===== src/hdl/fal_pkg.sv =====
`default_nettype none
// ----------------------------------------------------------------------------
// fal_pkg
// Types and constants shared by the LRU frame allocator and its order cells.
// ----------------------------------------------------------------------------
package fal_pkg;

    localparam int FRAMES  = 16;
    localparam int IDX_W   = (FRAMES > 1) ? $clog2(FRAMES) : 1;
    localparam int MODE_W  = 2;
    localparam int FRAME_W = 4;
    localparam int DATA_W  = 8;

    typedef logic [IDX_W-1:0]   t_idx;
    typedef logic [FRAME_W-1:0] t_frame;

    typedef enum logic [MODE_W-1:0] {
        MODE_ALLOC = 2'd0,
        MODE_TOUCH = 2'd1,
        MODE_FREE  = 2'd2,
        MODE_NOP   = 2'd3
    } t_mode;

    // Operation broadcast to every cell of the recency order.
    typedef enum logic [1:0] {
        OP_NONE   = 2'd0,
        OP_APPEND = 2'd1,   // write key into the first empty cell
        OP_MOVE   = 2'd2,   // take key out of the order and put it at the end
        OP_DROP   = 2'd3    // take key out of the order
    } t_op;

    typedef struct packed {
        t_op  op;
        t_idx key;
    } t_cell_cmd;

    // One order entry, handed from a cell to its left neighbor.
    typedef struct packed {
        logic valid;
        t_idx frame;
    } t_entry;

    // Status handed from a cell to its right neighbor.
    typedef struct packed {
        logic valid;    // this cell holds an entry
        logic seen;     // the key sits in this cell or one to its left
    } t_link;

    typedef enum logic [1:0] {
        ST_IDLE = 2'b01,
        ST_EXEC = 2'b10
    } t_state;

endpackage
`default_nettype wire


===== src/hdl/fal_cell.sv =====
`default_nettype none
// ----------------------------------------------------------------------------
// fal_cell
// One position of the recency order: holds a frame number and a valid bit,
// and shifts toward the head when an earlier entry leaves the order.
// ----------------------------------------------------------------------------
module fal_cell (
    input  wire                 i_clk,
    input  wire                 i_rst_n,
    input  fal_pkg::t_cell_cmd  i_cmd,
    input  fal_pkg::t_link      i_left,
    input  fal_pkg::t_entry     i_right,
    output fal_pkg::t_link      o_link,
    output fal_pkg::t_entry     o_entry
);

    logic          r_valid;
    fal_pkg::t_idx r_frame;
    logic          n_valid;
    fal_pkg::t_idx n_frame;
    logic          match;
    logic          shift;

    assign match = r_valid && (r_frame == i_cmd.key);
    assign shift = i_left.seen || match;

    assign o_link.valid  = r_valid;
    assign o_link.seen   = shift;
    assign o_entry.valid = r_valid;
    assign o_entry.frame = r_frame;

    always_comb begin
        n_valid = r_valid;
        n_frame = r_frame;
        case (i_cmd.op)
            fal_pkg::OP_APPEND: begin
                if (!r_valid && i_left.valid) begin
                    n_valid = 1'b1;
                    n_frame = i_cmd.key;
                end
            end
            fal_pkg::OP_MOVE: begin
                // The last valid cell behind the key receives the key itself.
                if (shift && r_valid) begin
                    if (i_right.valid) begin
                        n_frame = i_right.frame;
                    end else begin
                        n_frame = i_cmd.key;
                    end
                end
            end
            fal_pkg::OP_DROP: begin
                if (shift) begin
                    n_valid = i_right.valid;
                    n_frame = i_right.frame;
                end
            end
            default: begin
                n_valid = r_valid;
                n_frame = r_frame;
            end
        endcase
    end

    always_ff @(posedge i_clk) begin
        if (!i_rst_n) begin
            r_valid <= 1'b0;
        end else begin
            r_valid <= n_valid;
        end
        r_frame <= n_frame;
    end

endmodule
`default_nettype wire


===== src/hdl/frame_allocator_lru.sv =====
`default_nettype none
// ----------------------------------------------------------------------------
// frame_allocator_lru
// Frame allocator with least-recently-used replacement. A row of cells holds
// the frames in use from least recent (cell 0) to most recent.
// ----------------------------------------------------------------------------
//  Channel | Dir | Payload
//  s_axis  | in  | tuser: mode[1:0]; tdata: frame[3:0], zero pad [7:4]
//  m_axis  | out | tdata: frame_out[3:0], evicted[4], status[5], pad [7:6]
//
//  Each request is captured in the idle state; in the execute state the used
//  bits are searched and the whole cell row updates at once.
//  Reset empties the order and frees every frame; the reset is synchronous.
//  A result waits in the output register; the next request is captured
//  meanwhile, and its update holds until the output register is free.
// ----------------------------------------------------------------------------
module frame_allocator_lru (
    input  wire        i_clk,
    input  wire        i_rst_n,
    input  wire        s_axis_tvalid,
    output logic       s_axis_tready,
    input  wire  [7:0] s_axis_tdata,   // [3:0] frame, [7:4] zero
    input  wire  [1:0] s_axis_tuser,   // [1:0] mode
    output logic       m_axis_tvalid,
    input  wire        m_axis_tready,
    output logic [7:0] m_axis_tdata    // [3:0] frame_out, [4] evicted, [5] status
);

    fal_pkg::t_state    r_state;
    fal_pkg::t_mode     r_mode;
    fal_pkg::t_frame    r_frame;
    logic [fal_pkg::FRAMES-1:0] r_used;
    logic [fal_pkg::FRAMES-1:0] n_used;
    logic               r_out_valid;
    logic [fal_pkg::DATA_W-1:0] r_out_data;
    logic [fal_pkg::DATA_W-1:0] n_out_data;

    fal_pkg::t_cell_cmd cmd;
    fal_pkg::t_link     links   [fal_pkg::FRAMES+1];
    fal_pkg::t_entry    entries [fal_pkg::FRAMES+1];

    logic               fire;
    logic               full;
    fal_pkg::t_idx      low_free;
    fal_pkg::t_idx      idx;
    logic               in_use;

    assign s_axis_tready = (r_state == fal_pkg::ST_IDLE);
    assign m_axis_tvalid = r_out_valid;
    assign m_axis_tdata  = r_out_data;

    assign fire = (r_state == fal_pkg::ST_EXEC) && (!r_out_valid || m_axis_tready);
    assign full = &r_used;
    assign idx  = fal_pkg::t_idx'(r_frame);

    // A frame number beyond the table counts as not in use.
    assign in_use = (32'(r_frame) < 32'(fal_pkg::FRAMES)) && r_used[idx];

    always_comb begin
        low_free = '0;
        for (int i = fal_pkg::FRAMES - 1; i >= 0; i--) begin
            if (!r_used[i]) begin
                low_free = fal_pkg::t_idx'(i);
            end
        end
    end

    always_comb begin
        cmd.op     = fal_pkg::OP_NONE;
        cmd.key    = idx;
        n_used     = r_used;
        n_out_data = '0;
        n_out_data[fal_pkg::FRAME_W-1:0] = r_frame;
        case (r_mode)
            fal_pkg::MODE_ALLOC: begin
                if (!full) begin
                    cmd.op           = fal_pkg::OP_APPEND;
                    cmd.key          = low_free;
                    n_used[low_free] = 1'b1;
                    n_out_data[fal_pkg::FRAME_W-1:0] = fal_pkg::t_frame'(low_free);
                end else begin
                    // Eviction rotates the head of the order to its tail.
                    cmd.op  = fal_pkg::OP_MOVE;
                    cmd.key = entries[0].frame;
                    n_out_data[fal_pkg::FRAME_W-1:0] = fal_pkg::t_frame'(entries[0].frame);
                    n_out_data[fal_pkg::FRAME_W]     = 1'b1;
                end
            end
            fal_pkg::MODE_TOUCH: begin
                if (in_use) begin
                    cmd.op = fal_pkg::OP_MOVE;
                end else begin
                    n_out_data[fal_pkg::FRAME_W+1] = 1'b1;
                end
            end
            fal_pkg::MODE_FREE: begin
                if (in_use) begin
                    cmd.op      = fal_pkg::OP_DROP;
                    n_used[idx] = 1'b0;
                end else begin
                    n_out_data[fal_pkg::FRAME_W+1] = 1'b1;
                end
            end
            default: begin
                cmd.op = fal_pkg::OP_NONE;
            end
        endcase
        if (!fire) begin
            cmd.op = fal_pkg::OP_NONE;
        end
    end

    assign links[0].valid = 1'b1;
    assign links[0].seen  = 1'b0;
    assign entries[fal_pkg::FRAMES].valid = 1'b0;
    assign entries[fal_pkg::FRAMES].frame = '0;

    for (genvar g = 0; g < fal_pkg::FRAMES; g++) begin : g_cell
        fal_cell u_cell (
            .i_clk   (i_clk),
            .i_rst_n (i_rst_n),
            .i_cmd   (cmd),
            .i_left  (links[g]),
            .i_right (entries[g+1]),
            .o_link  (links[g+1]),
            .o_entry (entries[g])
        );
    end

    always_ff @(posedge i_clk) begin
        if (!i_rst_n) begin
            r_state     <= fal_pkg::ST_IDLE;
            r_used      <= '0;
            r_out_valid <= 1'b0;
        end else begin
            case (r_state)
                fal_pkg::ST_IDLE: begin
                    if (s_axis_tvalid) begin
                        r_state <= fal_pkg::ST_EXEC;
                    end
                end
                fal_pkg::ST_EXEC: begin
                    if (fire) begin
                        r_state <= fal_pkg::ST_IDLE;
                    end
                end
                default: begin
                    r_state <= fal_pkg::ST_IDLE;
                end
            endcase
            if (fire) begin
                r_used      <= n_used;
                r_out_valid <= 1'b1;
            end else if (m_axis_tready) begin
                r_out_valid <= 1'b0;
            end
        end
        if (s_axis_tvalid && s_axis_tready) begin
            r_mode  <= fal_pkg::t_mode'(s_axis_tuser);
            r_frame <= s_axis_tdata[fal_pkg::FRAME_W-1:0];
        end
        if (fire) begin
            r_out_data <= n_out_data;
        end
    end

endmodule
`default_nettype wire


===== config.mk =====
export PLATFORM = sky130hd
export DESIGN_NAME = frame_allocator_lru
export DESIGN_NICKNAME = d
export VERILOG_FILES = /design/src/hdl/fal_pkg.sv /design/src/hdl/fal_cell.sv /design/src/hdl/frame_allocator_lru.sv
export SDC_FILE = /design/constraint.sdc
export NUM_CORES = 1
export LEC_CHECK = 0
export CORE_UTILIZATION = 35
export CTS_BUF_LIST = sky130_fd_sc_hd__clkbuf_4
export CTS_CLUSTER_DIAMETER = 150
export DETAILED_ROUTE_END_ITERATION = 10
export DONT_BUFFER_PORTS = 1
export PLACE_DENSITY_LB_ADDON = 0.2
export SYNTH_ARGS = -nofsm -noshare
export SYNTH_HDL_FRONTEND = slang
export SYNTH_SLANG_ARGS = --single-unit

===== constraint.sdc =====
create_clock -name i_clk -period 10.5 [get_ports i_clk]
set_input_delay 2.1 -clock i_clk [delete_from_list [all_inputs] [get_ports i_clk]]
set_output_delay 2.1 -clock i_clk [all_outputs]
set_load 0.02 [all_outputs]

==> results of run 1 <==
-- where the power goes --
group	switching [mW]	internal, mW
Combinational	0.0405	0.0291
Clock	0.157	0.0543
Sequential	0.00529	0.472
-- final cells by class --
type	count	area (um2)
Antenna cell	1	2.50
Clock buffer	9	67.6
Clock inverter	7	65.1
Fill cell	1884	11800
Inverter	20	80.1
Multi-Input combinational cell	516	3510
Sequential cell	111	2980
Tap cell	260	325
Timing Repair Buffer	6	45.0
-- per-layer routing --
layer | track usage | vias up
li1 | - | 2460
met1 | 0.232 | 2510
met2 | 0.296 | 107
met3 | 0.0346 | 29
met4 | 0.0532 | 0
met5 | 0 | -
-- stage by stage --
stage	utilization	setup slack (ns)	hold WS (ns)	total power [mW]	area (um2)
6_report	0.376	5.94	0.550	0.758	7080
5_1_grt	0.376	5.66	0.598	0.788	7080
4_1_cts	0.376	5.95	0.554	0.767	7070
3_5_place_dp	0.369	5.70	0.532	0.556	6940
3_3_place_gp	0.369	5.71	0.514	0.555	6940
2_1_floorplan	-	6.17	0.486	0.542	6760
-- cell usage after synthesis, drive strengths merged, types with 8 or more instances --
master / n
o21ai: 52
edfxtp: 76
nor3: 17
clkbuf: 27
inv: 20
a21boi: 20
nor2: 67
a21oi: 56
o21a: 15
nor2b: 8
xnor2: 50
xor2: 17
buf: 17
dfxtp: 35
mux2: 30
nand2: 42
nand3: 22
-- critical path: stages, from the launching register on --
cell	delay, ns
edfxtp_1	0.46
inv_1	0.11
ha_1	0.49
inv_2	0.22
or3_4	0.47
a2bb2oi_4	0.17
buf_4	0.28
inv_4	0.24
xnor2_1	0.15
nand3_1	0.13
o31ai_4	0.32
and4b_1	0.36
nand3_1	0.29
o21ai_0	0.14
a21oi_1	0.41
-- worst paths after layout --
path / endpoint / start / cells after the start
worst max-delay path: g_cell[13].u_cell.r_frame[0] / r_mode[0] / 14
worst max register to register: g_cell[13].u_cell.r_frame[0] / r_mode[0] / 14
worst min-delay path: r_used[14] / r_used[14] / 2
worst min register to register: r_used[14] / r_used[14] / 2
-- kinds of logic after synthesis --
kind of cell | Yosys count | synth area share
multiplexers | 39 | 0.0726
other | 1 | 0.000555
AO/OA/AOI/OAI | 194 | 0.190
buffers and inverters | 64 | 0.0435
adder cells (fa/ha/maj) | 4 | 0.00741
AND/OR/NAND/NOR | 210 | 0.158
XOR/XNOR | 67 | 0.0869
flip-flops | 111 | 0.442
-- registers in the layout, indices dropped and copies added (netlist names) --
signal and flops:
m_axis_tvalid 1, r_used 16, idx 4, m_axis_tdata 6
g_cell.u_cell.r_frame 64, g_cell.u_cell.r_valid 16, r_mode 2, r_state 2
==> flow_summary.json, run 1 <==
{
  "outcome": "finished, final reports clean",
  "period_minus_slack_ns": 4.56,
  "nets": 682,
  "cts_hold_buf": 0,
  "io-pin-count": 24,
  "cts_tree": "yes",
  "routed-wl-met2_um": 8080,
  "overflow": 0,
  "drv_slew": 0,
  "rows": 50,
  "finClkSkew_ns": 0.0218,
  "crit_path_start_kind": "flop",
  "wl_per_cell_um": 18.2,
  "syn_area_per_cell_um2": 9.79,
  "synthCells": 690,
  "drt_iter0_markers": 369,
  "stdcell_count": 930,
  "route.detailed.drc": 0,
  "htree_num_levels": 3,
  "fin_tns_setup_ns": 0,
  "synth_top_area_frac": 0.338,
  "final_common_cell": "edfxtp_1",
  "ys_ff_latch": 111,
  "ys_types": 73,
  "layout_common_cells": "edfxtp_1, nor2_1, a21oi_1",
  "coreArea_um2": 18800,
  "rsz0062_at_grt": "false",
  "timing.final.crit_share": 0.434,
  "synthesis.area_um2": 6760,
  "wl_met1_um": 7830,
  "dieWidth_um": 141,
  "final-hold-violation-count": 0,
  "place_congestion": 0.903,
  "critPathRequiredTime_ns": 10.67,
  "maxCapViolations": 0,
  "dp.final_hpwl_um": 11500,
  "ys.flop_type": "edfxtp_1",
  "netlist_top_cells_area": "edfxtp_1, dfxtp_1, xnor2_1",
  "dp_cells": 913,
  "fmax_mhz": 219,
  "drt_first_pass_iters": 5,
  "cts_root_buf": "clkbuf_4",
  "clkTransAtPathRegs_ns": 0.19,
  "worst_pin_slew_ns": 0.747,
  "routed.top_layer": "met4",
  "dieArea_um2": 19900,
  "portBuffers": 0,
  "area_growth_pct": 4.74,
  "vdd_drop_max_mv": 0.0561,
  "cp_data_arrival_time_ns": 4.73,
  "ys_warn_count": 0,
  "hp-class": "reg -> reg",
  "wl_met3_um": 639,
  "p_per_area_nw_per_um2": 107,
  "worstPathMaxFanout": 25,
  "cts_resized": 0,
  "chipHeight_um": 141,
  "cts-buffers-inserted": 9,
  "routed_wl_um": 16900,
  "clkSinkCount": 111,
  "async_flop_share": 0,
  "viasPerCell": 5.49,
  "criticalPathCategory": "reg -> reg",
  "grt_pass1_wl_um": 27100,
  "antenna_found_initial": 1,
  "post_cts_buffers": 0,
  "max_slew_margin": 0.502,
  "grt_usage": 0.177,
  "num_vias": 5106,
  "grt_pass1_vias": 5028,
  "clock_path_buffers": 2,
  "grt_start_max_net_pins": 42,
  "synth_edf_count": 76,
  "end_kind": "flop",
  "start_util": 0.359,
  "ant_nets": 0,
  "drive_gt1_frac": 0.120,
  "clkLatencyLatePin_ns": 0.50,
  "ys_seq_area_frac": 0.442,
  "rrSetupSlack_ns": 5.94,
  "setup_viol": 0,
  "yosysTopAreaCell": "edfxtp_1",
  "leakagePower_nw": 2.24
}
No activity file was read; power rests on OpenSTA's default activity.
==> inputs of run 2 (changes only) <==
- clock period: 10.5 -> 4.04 ns (I/O delays scaled with it)
==> run 2 against run 1 <==
Die area is the same. Global-route usage grew 1.0 points. Count of clock-buffer cells in the layout did not move. Critical endpoint is now g_cell[8].u_cell.r_frame[1]. Largest power group unchanged.
==> flow_summary.json, run 2 (same netlist as run 1, synthesis figures left out) <==
{
  "outcome": "finished, final reports clean",
  "clock_path_buffers": 2,
  "period_minus_slack_ns": 3.74,
  "place_congestion": 0.894,
  "worstPathMaxFanout": 9,
  "drt_iter0_markers": 441,
  "viasPerCell": 5.52,
  "regArea_um2": 2980,
  "grt_use_met3": 0.0275,
  "start_util": 0.359,
  "cts-buffers-inserted": 9,
  "rsz0062_at_grt": "false",
  "num_vias": 5273,
  "cpMaxStageDelayCell": "edfxtp_1",
  "overflow": 0,
  "top_register": "g_cell.u_cell.r_frame",
  "portBuffers": 0,
  "io-pin-count": 24,
  "hp-class": "in -> reg",
  "cts_root_buf": "clkbuf_4",
  "met2_usage": 0.314,
  "critPathRequiredTime_ns": 4.20,
  "route.detailed.drc": 0,
  "cp-endpoint": "g_cell[8].u_cell.r_frame[1]",
  "dp_cells": 939,
  "finClkSkew_ns": 0.0309,
  "end_kind": "flop",
  "multi_input_area_um2": 3510,
  "final_common_cell": "edfxtp_1",
  "crit_cells": 12,
  "criticalPathCategory": "reg -> reg",
  "vdd_drop_max_mv": 0.185,
  "clkLatencyLatePin_ns": 0.49,
  "chipHeight_um": 141,
  "r2r_cells": 12,
  "max_stage_delay_ns": 0.47,
  "cts_resized": 0,
  "crit_family": "simple AND/OR/NAND/NOR gates",
  "reg.largest.list": "g_cell.u_cell.r_frame: 64 flops, g_cell.u_cell.r_valid: 16 flops, r_used: 16 flops",
  "cts_tree": "yes",
  "fmax_mhz": 268,
  "r2r-start": "r_mode[1]",
  "p_per_area_nw_per_um2": 277,
  "rrSetupSlack_ns": 0.30,
  "dieWidth_um": 141,
  "top_usage_layer": "met2",
  "clkSinkCount": 111,
  "largest_reg_flops": 64,
  "htree_num_levels": 3,
  "leakagePower_nw": 2.39,
  "max_slew_margin": 0.560,
  "antenna_found_initial": 1,
  "final-hold-violation-count": 0,
  "cp_data_arrival_time_ns": 3.90,
  "crit_path_start_kind": "flop",
  "fin_tns_setup_ns": 0,
  "setup_viol": 0,
  "post_cts_buffers": 0,
  "worst_pin_slew_ns": 0.655,
  "maxCapViolations": 0,
  "drive_gt1_frac": 0.151,
  "fill_cells": 1846,
  "timing.final.crit_share": 0.925,
  "gr-usage-met1": 0.248,
  "nets": 708,
  "path_buf_inv": 2,
  "dp_slack_ns": 0.299,
  "drt_first_pass_iters": 5,
  "area_growth_pct": 8.46,
  "clkTransAtPathRegs_ns": 0.18,
  "wl_per_cell_um": 18.7,
  "dp.final_hpwl_um": 12500,
  "dieArea_um2": 19900,
  "p_total_mw": 2.03,
  "stdcell_count": 956,
  "rr_endpoint": "g_cell[8].u_cell.r_frame[1]",
  "cts_hold_buf": 0,
  "grt_start_max_net_pins": 35,
  "coreArea_um2": 18800,
  "setup_ws_ns": 0.303,
  "grt_pass1_vias": 5255,
  "layout_common_cells": "edfxtp_1, nor2_1, a21oi_1",
  "drv_slew": 0,
  "crit_chain": "inv_1, ha_1, inv_2, or3_4, o32ai_2, or2_4, xnor2_1, o31ai_4, and4b_1, and2_1, a21o_1, a21oi_1",
  "ant_nets": 0,
  "grt_usage": 0.188,
  "rows": 50,
  "grt_pass1_wl_um": 28800,
  "routed_wl_um": 17900,
  "cp-startpoint": "r_mode[1]"
}
[run 2: per-layer routing]
metal	up-vias	part of all wire
met5	-	0
met4	0	0.015
met3	20	0.036
met2	131	0.48
met1	2608	0.46
li1	2514	-
[run 2: cell type report]
| cell class | instances | area share |
|---|---|---|
| antenna | 1 | 0.000342 |
| inverter | 20 | 0.0109 |
| clock buffer | 9 | 0.00922 |
| tap | 260 | 0.0444 |
| clock inverter | 7 | 0.00973 |
| multi-input combinational | 516 | 0.479 |
| timing repair buffer | 32 | 0.0396 |
| sequential | 111 | 0.407 |
[run 2: worst min path at each step]
stage	from	end	slack [ns]	cells past startpoint
floorplan	r_used[14]	r_used[14]	0.49	2
global route	s_axis_tuser[1]	r_mode[1]	0.36	0
global placement	r_state[1]	m_axis_tvalid	0.51	2
CTS	s_axis_tuser[1]	r_mode[1]	0.36	0
detailed placement	r_used[12]	r_used[12]	0.53	2
finish	s_axis_tdata[3]	idx[3]	0.40	0
[run 2: stage by stage]
stage | cell area (um2) | util | hold WS, ns
finish | 7330 | 0.389 | 0.399
global route | 7330 | 0.389 | 0.357
CTS | 7320 | 0.389 | 0.364
detailed placement | 7190 | 0.382 | 0.533
global placement | 7190 | 0.382 | 0.508
floorplan | 6760 | - | 0.486
[run 2: power breakdown]
part	internal, mW	leakage [nW]	switching [mW]
clock	0.189	0.0716	0.396
sequential	1.23	0.975	0.0126
combinational	0.0912	1.34	0.113
[run 2: worst register-to-register path, stage by stage (launching register included)]
cell and delay, ns:
edfxtp_1 0.47, inv_1 0.11, ha_1 0.19, inv_2 0.05, or3_4 0.42, o32ai_2 0.29, or2_4 0.33, xnor2_1 0.15
o31ai_4 0.29, and4b_1 0.36, and2_1 0.24, a21o_1 0.16, a21oi_1 0.34
==> inputs of run 3 (changes only) <==
- CELL_PAD_IN_SITES_DETAIL_PLACEMENT: not set -> 2
- CELL_PAD_IN_SITES_GLOBAL_PLACEMENT: not set -> 2
==> run 3 against run 2 <==
Cell area shrank 0.22%. Register-to-register slack is essentially flat. Worst hold slack lost 0.028 ns. Non-clock buffer count shrank 5. Largest power group unchanged. Count of clock-buffer cells in the layout grew 1. Highest routed layer unchanged. Core utilization shrank 0.086 points. First-iteration DRC count shrank 49%. Via count grew 1.5%. Global-route usage grew 3.5 points. Critical path depth is the same.
==> flow_summary.json, run 3 (same netlist as run 1, synthesis figures left out) <==
{
  "setup_viol": 0,
  "clock_path_buffers": 2,
  "dp_slack_ns": 0.141,
  "cp-startpoint": "r_mode[0]",
  "chipHeight_um": 141,
  "dieWidth_um": 141,
  "rsz0062_at_grt": "false",
  "crit_path_start_kind": "flop",
  "leakagePower_nw": 2.36,
  "maxCapViolations": 0,
  "p_per_area_nw_per_um2": 280,
  "io-pin-count": 24,
  "drv_slew": 0,
  "route.detailed.drc": 0,
  "cts_hold_buf": 0,
  "clkTransAtPathRegs_ns": 0.18,
  "pwr-share-clk": 0.293,
  "routed_wl_um": 21100,
  "worstPathMaxFanout": 8,
  "cts-buffers-inserted": 9,
  "top_register": "g_cell.u_cell.r_frame",
  "final-hold-violation-count": 0,
  "final_common_cell": "edfxtp_1",
  "drive_gt1_frac": 0.157,
  "drt_first_pass_iters": 4,
  "vdd_drop_max_mv": 0.106,
  "start_util": 0.359,
  "overflow": 0,
  "period_minus_slack_ns": 3.75,
  "cts_root_buf": "clkbuf_4",
  "clkLatencyLatePin_ns": 0.52,
  "clkSinkCount": 111,
  "p_int_mw": 1.51,
  "rows": 50,
  "finClkSkew_ns": 0.0164,
  "end_kind": "flop",
  "hp-class": "in -> reg",
  "rr_endpoint": "g_cell[5].u_cell.r_frame[1]",
  "drt_iter0_markers": 224,
  "place_congestion": 0.773,
  "grt_usage": 0.223,
  "rrSetupSlack_ns": 0.29,
  "num_vias": 5354,
  "worst_pin_slew_ns": 0.802,
  "setup_ws_ns": 0.291,
  "largest_reg_flops": 64,
  "reg.largest.list": "g_cell.u_cell.r_frame: 64 flops, g_cell.u_cell.r_valid: 16 flops, r_used: 16 flops",
  "nets": 703,
  "layout_common_cells": "edfxtp_1, nor2_1, a21oi_1",
  "cp_data_arrival_time_ns": 3.93,
  "sw_frac_of_total": 0.262,
  "r2r_cells": 12,
  "outcome": "finished, final reports clean",
  "fin_tns_setup_ns": 0,
  "cp-endpoint": "g_cell[5].u_cell.r_frame[1]",
  "cts_tree": "yes",
  "power_frac_seq": 0.606,
  "criticalPathCategory": "reg -> reg",
  "area_growth_pct": 8.22,
  "r2r-start": "r_mode[0]",
  "htree_num_levels": 3,
  "max_slew_margin": 0.461,
  "critPathRequiredTime_ns": 4.22,
  "fmax_mhz": 267,
  "grt_pass1_vias": 5859,
  "antenna_found_initial": 1,
  "coreArea_um2": 18800,
  "wl_per_cell_um": 22.2,
  "dp.final_hpwl_um": 15500,
  "timing.final.crit_share": 0.928,
  "ant_nets": 0,
  "p_comb_frac": 0.101,
  "grt_start_max_net_pins": 37,
  "net-switching-power_mw": 0.536,
  "grt_pass1_wl_um": 33600,
  "portBuffers": 0,
  "dieArea_um2": 19900,
  "viasPerCell": 5.63
}
-- run 3: cell type report --
class | instances | area [um2]
repair buffers | 27 | 244
fillers | 2014 | 11500
diodes | 1 | 2.50
inverters | 20 | 80.1
clock buffers | 10 | 75.1
well taps | 260 | 325
multi-input cells | 516 | 3540
flip-flops and latches | 111 | 2980
clock inverters | 6 | 60.1
-- run 3: per-stage QoR --
stage | util | total power, mW | area (um2) | instances | hold slack (ns)
after floorplan | - | 1.41 | 6760 | 691 | 0.486
final | 0.388 | 2.04 | 7310 | 951 | 0.371
after CTS | 0.386 | 2.06 | 7270 | 950 | 0.337
after global routing | 0.388 | 2.12 | 7310 | 951 | 0.347
after global placement | 0.379 | 1.46 | 7140 | 934 | 0.511
after detailed placement | 0.379 | 1.47 | 7140 | 934 | 0.534
-- run 3: power groups by stage --
stage          sequential, mW  combinational [mW]  clock, mW
6_report                 1.24               0.207      0.599
5_1_grt                  1.24               0.225      0.657
4_1_cts                  1.24               0.208      0.617
3_5_place_dp             1.26               0.206          0
3_3_place_gp             1.26               0.200          0
2_1_floorplan            1.26               0.152          0
-- run 3: repair_timing --
item / CTS / global route
endpoints found under the setup margin: 0 / 37
buffers inserted: 0 / 0
gates resized for setup: 0 / 8
-- run 3: worst min-delay path by stage --
stage	start	endpoint	slack, ns	cells past startpoint
after floorplan	r_used[14]	r_used[14]	0.49	2
after global placement	r_used[14]	r_used[14]	0.51	2
after detailed placement	r_used[14]	r_used[14]	0.53	2
after CTS	s_axis_tdata[1]	idx[1]	0.34	0
after global routing	s_axis_tdata[1]	idx[1]	0.35	0
final	s_axis_tdata[1]	idx[1]	0.37	0
-- run 3: worst max-delay path, stage by stage (launching register included) --
cell and delay (ns):
edfxtp_1 0.47, inv_1 0.11, ha_1 0.19, inv_2 0.04, or3_4 0.42, o32ai_2 0.32, or2_4 0.33, xnor2_1 0.15
o31ai_4 0.32, and4b_1 0.32, buf_4 0.19, nor2b_1 0.15, o22ai_1 0.39
-- run 3: layer usage --
metal,part of all wire,up-vias,global-route usage
met5,0,-,0
met4,0.025,0,0.0870
met3,0.020,34,0.0234
met2,0.50,69,0.389
met1,0.46,2750,0.283
li1,-,2501,-
